<file path="src/hw/rtl/lru_pkg.sv">
// shared types, sizes and codes for the per-set lru replacement block
// no dependencies; used by every other file of the block except lru_ram
`default_nettype none

package lru_pkg;

    // geometry
    localparam int NUM_SETS = 64;
    localparam int NUM_WAYS = 8;

    // payload field widths
    localparam int FUNC_W   = 1;
    localparam int SET_W    = 6;
    localparam int WAY_W    = 3;
    localparam int STATUS_W = 2;

    // derived sizes
    localparam int SET_AW = (NUM_SETS > 1) ? $clog2(NUM_SETS) : 1;
    localparam int POS_W  = $clog2(NUM_WAYS);
    localparam int FILL_W = $clog2(NUM_WAYS + 1);
    localparam int ORDER_W = NUM_WAYS * WAY_W;
    localparam int ROW_W  = FILL_W + ORDER_W;

    // request function codes
    localparam logic [FUNC_W-1:0] FUNC_TOUCH  = 1'b0;
    localparam logic [FUNC_W-1:0] FUNC_VICTIM = 1'b1;

    // response status codes
    localparam logic [STATUS_W-1:0] ST_TOUCH  = 2'd0;
    localparam logic [STATUS_W-1:0] ST_VICTIM = 2'd1;
    localparam logic [STATUS_W-1:0] ST_ERROR  = 2'd2;

    // controller states
    typedef enum logic [0:0] {
        ST_IDLE,
        ST_LOOKUP
    } lru_state_t;

    // controller to datapath commands
    typedef struct packed {
        logic accept;   // latch request beat, launch row read
        logic commit;   // write row back, load response register
    } lru_cmd_t;

    // datapath to controller status
    typedef struct packed {
        logic rsp_stall;   // response register full and not taken
    } lru_sts_t;

endpackage

`default_nettype wire

</file>
<file path="src/hw/rtl/lru_if.sv">
// request and response channel interfaces of the lru replacement block
// depends on lru_pkg for field widths
`default_nettype none

interface lru_req_if;
    logic                       valid;
    logic                       ready;
    logic [lru_pkg::FUNC_W-1:0] func;
    logic [lru_pkg::SET_W-1:0]  set_index;
    logic [lru_pkg::WAY_W-1:0]  way;

    modport source (output valid, func, set_index, way, input ready);
    modport sink   (input valid, func, set_index, way, output ready);
endinterface

interface lru_rsp_if;
    logic                         valid;
    logic                         ready;
    logic [lru_pkg::STATUS_W-1:0] status;
    logic [lru_pkg::WAY_W-1:0]    victim_way;

    modport source (output valid, status, victim_way, input ready);
    modport sink   (input valid, status, victim_way, output ready);
endinterface

`default_nettype wire

</file>
<file path="src/hw/rtl/lru_ram.sv">
// generic single-write, single-read ram with registered read data
// no dependencies
`default_nettype none

module lru_ram #(
    parameter int WIDTH = 8,
    parameter int DEPTH = 64
) (
    input  wire logic                                   clk,
    input  wire logic                                   we,
    input  wire logic [((DEPTH > 1) ? $clog2(DEPTH) : 1)-1:0] waddr,
    input  wire logic [WIDTH-1:0]                       wdata,
    input  wire logic                                   re,
    input  wire logic [((DEPTH > 1) ? $clog2(DEPTH) : 1)-1:0] raddr,
    output      logic [WIDTH-1:0]                       rdata
);

    logic [WIDTH-1:0] mem [DEPTH];

    // write port
    always_ff @(posedge clk)
    begin
        if (we)
        begin
            mem[waddr] <= wdata;
        end
    end

    // registered read port, holds when not enabled
    always_ff @(posedge clk)
    begin
        if (re)
        begin
            rdata <= mem[raddr];
        end
    end

endmodule

`default_nettype wire

</file>
<file path="src/hw/rtl/lru_ctrl.sv">
// controller fsm: sequences accept, row read and write-back of one request
// depends on lru_pkg
`default_nettype none

module lru_ctrl (
    input  wire logic              clk,
    input  wire logic              rst_n,
    input  wire logic              req_valid,
    output      logic              req_ready,
    input  wire lru_pkg::lru_sts_t sts,
    output      lru_pkg::lru_cmd_t cmd
);

    lru_pkg::lru_state_t state_reg;
    lru_pkg::lru_state_t state_next;

    // state register
    always_ff @(posedge clk or negedge rst_n)
    begin
        if (!rst_n)
        begin
            state_reg <= lru_pkg::ST_IDLE;
        end
        else
        begin
            state_reg <= state_next;
        end
    end

    // next state
    always_comb
    begin
        state_next = state_reg;
        unique case (state_reg)
            lru_pkg::ST_IDLE:
            begin
                if (req_valid)
                begin
                    state_next = lru_pkg::ST_LOOKUP;
                end
            end
            lru_pkg::ST_LOOKUP:
            begin
                if (!sts.rsp_stall)
                begin
                    state_next = lru_pkg::ST_IDLE;
                end
            end
            default:
            begin
                state_next = lru_pkg::ST_IDLE;
            end
        endcase
    end

    // outputs
    always_comb
    begin
        req_ready  = 1'b0;
        cmd.accept = 1'b0;
        cmd.commit = 1'b0;
        unique case (state_reg)
            lru_pkg::ST_IDLE:
            begin
                req_ready  = 1'b1;
                cmd.accept = req_valid;
            end
            lru_pkg::ST_LOOKUP:
            begin
                cmd.commit = !sts.rsp_stall;
            end
            default:
            begin
                req_ready = 1'b0;
            end
        endcase
    end

    // accept and commit belong to different phases
    a_no_overlap: assert property (@(posedge clk) disable iff (!rst_n)
        !(cmd.accept && cmd.commit))
        else $error("accept and commit in the same cycle");

    // an accepted beat always moves on to the lookup phase
    a_accept_lookup: assert property (@(posedge clk) disable iff (!rst_n)
        cmd.accept |=> (state_reg == lru_pkg::ST_LOOKUP))
        else $error("accept did not enter lookup");

    // lookup holds while the response register is blocked
    a_stall_holds: assert property (@(posedge clk) disable iff (!rst_n)
        (state_reg == lru_pkg::ST_LOOKUP && sts.rsp_stall) |=>
        (state_reg == lru_pkg::ST_LOOKUP))
        else $error("lookup left while response stalled");

endmodule

`default_nettype wire

</file>
<file path="src/hw/rtl/lru_dp.sv">
// datapath: order ram, per-set valid bits, move-to-front logic, response register
// depends on lru_pkg and lru_ram
`default_nettype none

module lru_dp (
    input  wire logic                            clk,
    input  wire logic                            rst_n,
    input  wire lru_pkg::lru_cmd_t               cmd,
    output      lru_pkg::lru_sts_t               sts,
    input  wire logic [lru_pkg::FUNC_W-1:0]      req_func,
    input  wire logic [lru_pkg::SET_W-1:0]       req_set_index,
    input  wire logic [lru_pkg::WAY_W-1:0]       req_way,
    output      logic                            rsp_valid,
    input  wire logic                            rsp_ready,
    output      logic [lru_pkg::STATUS_W-1:0]    rsp_status,
    output      logic [lru_pkg::WAY_W-1:0]       rsp_victim_way
);

    localparam int NS = lru_pkg::NUM_SETS;
    localparam int NW = lru_pkg::NUM_WAYS;
    localparam int AW = lru_pkg::SET_AW;
    localparam int PW = lru_pkg::POS_W;
    localparam int FW = lru_pkg::FILL_W;
    localparam int WW = lru_pkg::WAY_W;
    localparam int OW = lru_pkg::ORDER_W;
    localparam int RW = lru_pkg::ROW_W;

    // latched request beat
    logic [lru_pkg::FUNC_W-1:0] func_reg;
    logic [lru_pkg::SET_W-1:0]  set_reg;
    logic [WW-1:0]              way_reg;
    logic                       row_valid_reg;

    // per-set written flags, an unwritten set reads as empty
    logic [NS-1:0]              set_valid_reg;
    logic [NS-1:0]              set_valid_next;

    // response register
    logic                       rsp_valid_reg;
    logic                       rsp_valid_next;
    logic [lru_pkg::STATUS_W-1:0] status_reg;
    logic [WW-1:0]              victim_reg;

    // ram signals
    logic [AW-1:0]              rd_addr;
    logic [AW-1:0]              wr_addr;
    logic [RW-1:0]              rd_row;
    logic [RW-1:0]              wr_row;
    logic                       wr_en;

    // row decode and update
    logic [FW-1:0]              fill;
    logic [WW-1:0]              order  [NW];
    logic [WW-1:0]              order_new [NW];
    logic [OW-1:0]              order_flat;
    logic                       hit;
    logic [PW-1:0]              hit_pos;
    logic                       set_ok;
    logic                       way_ok;
    logic                       do_move;
    logic [PW-1:0]              move_pos;
    logic [WW-1:0]              front_way;
    logic [FW-1:0]              fill_new;
    logic [lru_pkg::STATUS_W-1:0] status_new;
    logic [WW-1:0]              victim_new;

    assign rd_addr = AW'(req_set_index);
    assign wr_addr = AW'(set_reg);

    lru_ram #(
        .WIDTH (RW),
        .DEPTH (NS)
    ) u_order_ram (
        .clk   (clk),
        .we    (wr_en),
        .waddr (wr_addr),
        .wdata (wr_row),
        .re    (cmd.accept),
        .raddr (rd_addr),
        .rdata (rd_row)
    );

    // capture request beat
    always_ff @(posedge clk)
    begin
        if (cmd.accept)
        begin
            func_reg <= req_func;
            set_reg  <= req_set_index;
            way_reg  <= req_way;
        end
    end

    // row valid flag sampled alongside the ram read
    always_ff @(posedge clk or negedge rst_n)
    begin
        if (!rst_n)
        begin
            row_valid_reg <= 1'b0;
            set_valid_reg <= '0;
        end
        else
        begin
            if (cmd.accept)
            begin
                row_valid_reg <= set_valid_reg[rd_addr];
            end
            set_valid_reg <= set_valid_next;
        end
    end

    always_comb
    begin
        set_valid_next = set_valid_reg;
        if (wr_en)
        begin
            set_valid_next[wr_addr] = 1'b1;
        end
    end

    // unpack the row read back from ram
    always_comb
    begin
        fill = row_valid_reg ? rd_row[RW-1 -: FW] : '0;
        for (int i = 0; i < NW; i++)
        begin
            order[i] = rd_row[i*WW +: WW];
        end
    end

    // find the touched way among the valid entries, lowest position wins
    always_comb
    begin
        hit     = 1'b0;
        hit_pos = '0;
        for (int i = NW - 1; i >= 0; i--)
        begin
            if ((FW'(i) < fill) && (order[i] == way_reg))
            begin
                hit     = 1'b1;
                hit_pos = PW'(i);
            end
        end
    end

    assign set_ok = (32'(set_reg) < NS);
    assign way_ok = (32'(way_reg) < NW);

    // decide the move and the response
    always_comb
    begin
        do_move    = 1'b0;
        move_pos   = '0;
        front_way  = way_reg;
        fill_new   = fill;
        status_new = lru_pkg::ST_TOUCH;
        victim_new = '0;
        if (func_reg == lru_pkg::FUNC_TOUCH)
        begin
            if (set_ok && way_ok)
            begin
                priority if (hit)
                begin
                    do_move  = 1'b1;
                    move_pos = hit_pos;
                end
                else if (fill < FW'(NW))
                begin
                    // insert at the tail, then bring it to the front
                    do_move  = 1'b1;
                    move_pos = PW'(fill);
                    fill_new = fill + FW'(1);
                end
            end
        end
        else
        begin
            if (!set_ok || fill == '0)
            begin
                status_new = lru_pkg::ST_ERROR;
            end
            else
            begin
                do_move    = 1'b1;
                move_pos   = PW'(fill - FW'(1));
                front_way  = order[PW'(fill - FW'(1))];
                victim_new = front_way;
                status_new = lru_pkg::ST_VICTIM;
            end
        end
    end

    // move-to-front: entries up to the moved position slide back by one
    always_comb
    begin
        for (int j = 0; j < NW; j++)
        begin
            if (j == 0)
            begin
                order_new[j] = front_way;
            end
            else if (PW'(j) <= move_pos)
            begin
                order_new[j] = order[j-1];
            end
            else
            begin
                order_new[j] = order[j];
            end
        end
        for (int j = 0; j < NW; j++)
        begin
            order_flat[j*WW +: WW] = order_new[j];
        end
    end

    assign wr_en  = cmd.commit && do_move;
    assign wr_row = {fill_new, order_flat};

    // response register
    always_comb
    begin
        rsp_valid_next = rsp_valid_reg;
        if (cmd.commit)
        begin
            rsp_valid_next = 1'b1;
        end
        else if (rsp_ready)
        begin
            rsp_valid_next = 1'b0;
        end
    end

    always_ff @(posedge clk or negedge rst_n)
    begin
        if (!rst_n)
        begin
            rsp_valid_reg <= 1'b0;
        end
        else
        begin
            rsp_valid_reg <= rsp_valid_next;
        end
    end

    always_ff @(posedge clk)
    begin
        if (cmd.commit)
        begin
            status_reg <= status_new;
            victim_reg <= victim_new;
        end
    end

    assign sts.rsp_stall  = rsp_valid_reg && !rsp_ready;
    assign rsp_valid      = rsp_valid_reg;
    assign rsp_status     = status_reg;
    assign rsp_victim_way = victim_reg;

    // every commit leaves a response waiting
    a_commit_rsp: assert property (@(posedge clk) disable iff (!rst_n)
        cmd.commit |=> rsp_valid_reg)
        else $error("commit without response");

    // a set's fill never grows past the way count
    a_fill_bound: assert property (@(posedge clk) disable iff (!rst_n)
        cmd.commit |-> (fill <= FW'(NW)))
        else $error("fill count beyond way count");

    // a written row is marked valid for the next lookup
    a_valid_set: assert property (@(posedge clk) disable iff (!rst_n)
        wr_en |=> set_valid_reg[$past(wr_addr)])
        else $error("written set not marked valid");

endmodule

`default_nettype wire

</file>
<file path="src/hw/rtl/lru_replacement_per_set.sv">
// top level of the per-set true lru replacement block
// depends on lru_pkg, lru_if, lru_ctrl, lru_dp (and lru_ram through lru_dp)
//
//  channel  dir  beat fields                    handshake
//  req      in   func, set_index, way           valid / ready
//  rsp      out  status, victim_way             valid / ready
//
// each request is accepted with a row read of the set, then completed by
// write-back of the updated row and load of the response register.
// the registered read of the row ram puts the row out in the cycle after accept.
// reset clears the per-set valid flags at once, every set reads empty.
// a full response register that is not taken holds the request in lookup;
// a new request is accepted while the previous response is still waiting.
`default_nettype none

module lru_replacement_per_set (
    input  wire logic clk,
    input  wire logic rst_n,
    lru_req_if.sink   req,
    lru_rsp_if.source rsp
);

    lru_pkg::lru_cmd_t cmd;
    lru_pkg::lru_sts_t sts;
    logic              req_ready;

    lru_ctrl u_ctrl (
        .clk       (clk),
        .rst_n     (rst_n),
        .req_valid (req.valid),
        .req_ready (req_ready),
        .sts       (sts),
        .cmd       (cmd)
    );

    lru_dp u_dp (
        .clk            (clk),
        .rst_n          (rst_n),
        .cmd            (cmd),
        .sts            (sts),
        .req_func       (req.func),
        .req_set_index  (req.set_index),
        .req_way        (req.way),
        .rsp_valid      (rsp.valid),
        .rsp_ready      (rsp.ready),
        .rsp_status     (rsp.status),
        .rsp_victim_way (rsp.victim_way)
    );

    assign req.ready = req_ready;

endmodule

`default_nettype wire

</file>
<file path="src/flat_wrapper.sv">
// flat-port wrapper written by rule: the top's interface ports become plain ports
module lru_replacement_per_set_flat 
  (clk, rst_n, req_valid, req_func, req_set_index, req_way, req_ready, rsp_valid, rsp_status, rsp_victim_way, rsp_ready);
  lru_req_if req_i ();
  lru_rsp_if rsp_i ();
  input  wire logic clk;
  input  wire logic rst_n;
  input wire logic [$bits(req_i.valid)-1:0] req_valid;
  input wire logic [$bits(req_i.func)-1:0] req_func;
  input wire logic [$bits(req_i.set_index)-1:0] req_set_index;
  input wire logic [$bits(req_i.way)-1:0] req_way;
  output wire logic [$bits(req_i.ready)-1:0] req_ready;
  output wire logic [$bits(rsp_i.valid)-1:0] rsp_valid;
  output wire logic [$bits(rsp_i.status)-1:0] rsp_status;
  output wire logic [$bits(rsp_i.victim_way)-1:0] rsp_victim_way;
  input wire logic [$bits(rsp_i.ready)-1:0] rsp_ready;
  assign req_i.valid = req_valid;
  assign req_i.func = req_func;
  assign req_i.set_index = req_set_index;
  assign req_i.way = req_way;
  assign req_ready = req_i.ready;
  assign rsp_valid = rsp_i.valid;
  assign rsp_status = rsp_i.status;
  assign rsp_victim_way = rsp_i.victim_way;
  assign rsp_i.ready = rsp_ready;
  lru_replacement_per_set u_core (.clk(clk), .rst_n(rst_n), .req(req_i), .rsp(rsp_i));
endmodule
</file>
<file path="config.mk">
export PLATFORM = sky130hd
export DESIGN_NAME = lru_replacement_per_set_flat
export DESIGN_NICKNAME = d
export VERILOG_FILES = /design/src/hw/rtl/lru_pkg.sv /design/src/hw/rtl/lru_if.sv /design/src/hw/rtl/lru_ram.sv /design/src/hw/rtl/lru_ctrl.sv /design/src/hw/rtl/lru_dp.sv /design/src/hw/rtl/lru_replacement_per_set.sv /design/src/flat_wrapper.sv
export SDC_FILE = /design/constraint.sdc
export NUM_CORES = 2
export LEC_CHECK = 0
export BUFFER_PORTS_ARGS = -buffer_cell sky130_fd_sc_hd__buf_4
export CORE_MARGIN = 1.5
export CORE_UTILIZATION = 30
export CTS_CLUSTER_DIAMETER = 120
export DETAILED_ROUTE_END_ITERATION = 16
export PLACE_DENSITY = 0.52
export SLEW_MARGIN = 20
export SYNTH_ARGS = -nofsm -noshare
export SYNTH_HDL_FRONTEND = slang
export SYNTH_SLANG_ARGS = --single-unit
</file>
<file path="constraint.sdc">
create_clock -name clk -period 7.4 [get_ports clk]
set_input_delay 1.48 -clock clk [delete_from_list [all_inputs] [get_ports clk]]
set_output_delay 1.48 -clock clk [all_outputs]
set_load 0.02 [all_outputs]
</file>
==> impl_results.md <==
- Post-synthesis async set-or-reset flop share: under 10%
- Metal2 WL: approximately 97 mm
- Place WS: 2.44 ns
- Ratio of routed vias to standard cells: ~5.1
- Synth Area in Simple Gates: ~1.4%
- Layout area overhead: 16.0%
- Post-synthesis net count: approximately 3000
- Global Route Usage Sum: ~16%
- Kind of cell adding the most delay to the critical path: simple AND/OR/NAND/NOR gates
- HPWL after detailed placement: between 100 and 150 mm
- Post-synthesis cell count: about 3000
- Fraction of the yosys area taken by sequential cells: roughly 78%
- Die area: 247000 sq um
- Multi-input combinational cell area: 16300 sq um
- Post-synth EDFFs: between 1500 and 2000
- Worst path cell trace: and2_1 -> inv_1 -> ha_1 -> nor2b_1 -> o21ai_0 -> nor4_1 -> or3_4 -> nor2_2 -> a221oi_4 -> a21boi_2 -> mux2_2 -> buf_4
- Clk buf depth: 3
- Maximum ir drop on the vdd rail: around 280 uV
- Number of rows created at floorplan: 181
- Total power density per cell area: a little over 300 nW/um^2
- RSZ-0062 raised after global routing: no
- Type of the worst min-delay path: in -> async
- Worst Setup Start Kind: flop
- Combined flip-flop and latch cell area: approximately 57000 sq um
- Run status: finished, final reports clean
- Post-synthesis register bit count: about 1900
- Normalized max-slew margin: between 30% and 40%
- I/O pin count: 21
- Total negative setup slack: 0 ns
- Setup skew after layout: ~0.055 ns
- Worst path setup slack after routing: ~2.6 ns
- Nets: roughly 3200
- Max layer used: met4
- Initial antenna violation count: 16
- Combinational family with the most area after synthesis: multiplexers
- Share of Yosys cell area claimed by the top area cell type: 75.4%
- Number of maximum-capacitance constraint violations: 0
- Met3 wirelength from detailed routing: 11.3 mm
- Routed length on met1: approximately 85 mm
- Data arrival time of the critical path: ~5.4 ns
- Routed WL per cell: 30.4 um
- Count of vias placed by the detailed router: about 33000
- Cell type contributing the most total cell area after synthesis: edfxtp_1
- Remaining antenna violation count after routing: 0
- Cell type of the slowest stage on the worst timing path: mux2_2
- Required time of the worst setup path: between 7 and 8 ns
- CP Depth: 12
- Critical path fanouts, max: 33
- Flip-flop count of the largest register after layout: approximately 1800
- Violation count after the first detailed-routing iteration: ~3900
- Clk pwr share: between 30% and 40%
- Clock latency on the worst-skew pair: ~0.84 ns
- Dominant synthesized flop cell: edfxtp_1
- Worst setup path category: reg -> reg
- Total standard cell area after synthesis: 73100 sq um
- Proportion of layout cells with a drive suffix above 1: between 30% and 40%
- Number of global-route vias before repair: about 34000
- Cell depth of the worst flop-to-flop path: 12
- Port Buffers: 20
- Maximum level of the CTS H-tree: 4
- Final clock period utilization by the worst path: between 60% and 70%
- Clock root buffer: clkbuf_16
- Post-CTS setup buffer count: 0
- Gr ovfl total: 0
- Mux share of post-synthesis cell area: between 15 and 20%
- Leading cell type by number of instances after synthesis: edfxtp_1
- Number of inserted filler cells in the final layout: ~22000
- CTS tree: built
- Shortest period the worst path allows: roughly 4.8 ns
- Pins Over Slew Limit: 0
- Cells taking the most area after synthesis: edfxtp_1, mux4_2, dfrtp_1
- Clock net sink count: 1902
- Share of the synthesized area in compound gates (AO/OA/AOI/OAI): less than 1%
- Slew at the pin with the worst max-slew slack: between 0.9 and 1 ns
- Yosys warnings: 0
- Post-synthesis area per instance: roughly 25 sq um
- Commonest cells in the synthesized netlist: edfxtp_1, mux4_2, clkbuf_1
- Psw: roughly 6.4 mW
- Largest net degree at the start of global routing: 83
- Fraction of the mapped netlist area in adder cells: 0.0513%
- Setup violation total in the final timing report: 0
- Crit. End Element: flop
- Global-route wire length before repair: ~280 mm
- Post-synthesis share of cell area spent on xor and xnor gates: less than 1%
- Core region area: about 240000 sq um
- Total of cells resized after clock tree synthesis: 0
- WP buf/inv: 2
- Achievable frequency: about 210 MHz
- Maximum cell stage delay along the critical path: about 0.80 ns
- Cts bufs inserted: 194
- Wire length after detailed routing: between 150 and 200 mm
- Part of the power in combinational logic: approximately 11%
- Share of power burned in registers: about half
- Switching share of power: between 20% and 30%
- Count of unique library cells instantiated by Yosys: 58
- Number of endpoints with negative hold slack in the final report: 0
- Die Y: between 400 and 500 um
- Hold buffers post-CTS: 0
- Die width: 497 um
- DRC violations left: 0
- Final RePlAce weighted congestion: 0.838
- First-pass iteration count of the detailed router: 5
- Internal power: between 15 and 20 mW
- Clock slew seen by the registers of the worst setup and hold paths: about 0.06 ns
- Static leakage: 26.3 nW
- Initial standard-cell utilization of the core: 30.1%
-- cell families (layout without fill, tap and decap cells) --
kind of cell	count (synthesis)	count (layout)
buf+inv	158	510
xor+xnor	25	25
fa+ha+maj	3	3
simple gates	199	199
other cells	0	9
mux	637	637
flops	1902	1902
compound gates	36	36
-- layer usage --
layer / vias up / GRT usage [%]
met2: 1079 / 26.3
li1: 13200 / -
met1: 18600 / 22.3
met5: - / 0
met4: 0 / 4.67
met3: 242 / 2.44
-- worst paths after layout --
kind,startpoint,to,slack (ns)
worst max-delay path,u_core.u_dp.row_valid_reg,u_core.u_dp.u_order_ram.mem[7][17],2.60
worst min register to register,u_core.u_dp.set_valid_reg[39],u_core.u_dp.set_valid_reg[39],0.46
worst max register to register,u_core.u_dp.row_valid_reg,u_core.u_dp.u_order_ram.mem[7][17],2.60
max in group asynchronous,rst_n,u_core.u_dp.set_valid_reg[48],6.14
worst min-delay path,rst_n,u_core.u_dp.rsp_valid,0.43
min in group clk,u_core.u_dp.set_valid_reg[39],u_core.u_dp.set_valid_reg[39],0.46
-- layout make-up --
class                   count  area share (%)
flip-flops and latches   1902            67.0
multi-input cells         900            19.2
clock buffers             236            5.94
well taps                3202            4.72
repair buffers            145            1.62
clock inverters           120            1.52
inverters                   9          0.0398
diodes                      9          0.0266
-- layout by cell type, fill, tap and decap left out, types with 19 or more instances in the layout --
master        n
nand2_1      26
mux2_2       19
dfrtp_1      67
clkinv_2     33
clkbuf_1     41
or2_2        59
edfxtp_1   1835
bufinv_16    22
clkinv_1     44
buf_4       122
clkbuf_16   195
mux4_2      615
nor2_4       64
-- per-stage QoR --
step                area [sq um]  util (%)  std cells  hold slack [ns]  power (mW)
global placement           78400      32.3       6156            0.443        16.2
global route               84800      34.9       6514            0.389        26.6
detailed placement         78400      32.3       6156            0.447        16.3
CTS                        84700      34.9       6512            0.353        26.0
finish                     84800      34.9       6523            0.428        25.8
floorplan                  73100         -       2960            0.428        14.9
-- power groups by stage --
stage / sequential (mW) / combinational (mW) / clock (mW)
after floorplan: 13.4 / 1.48 / 0
after global placement: 13.4 / 2.77 / 0
after global routing: 13.2 / 2.97 / 10.4
after detailed placement: 13.4 / 2.84 / 0
after CTS: 13.2 / 2.84 / 9.98
final: 13.2 / 2.81 / 9.78
(Power assumes the default switching activity.)
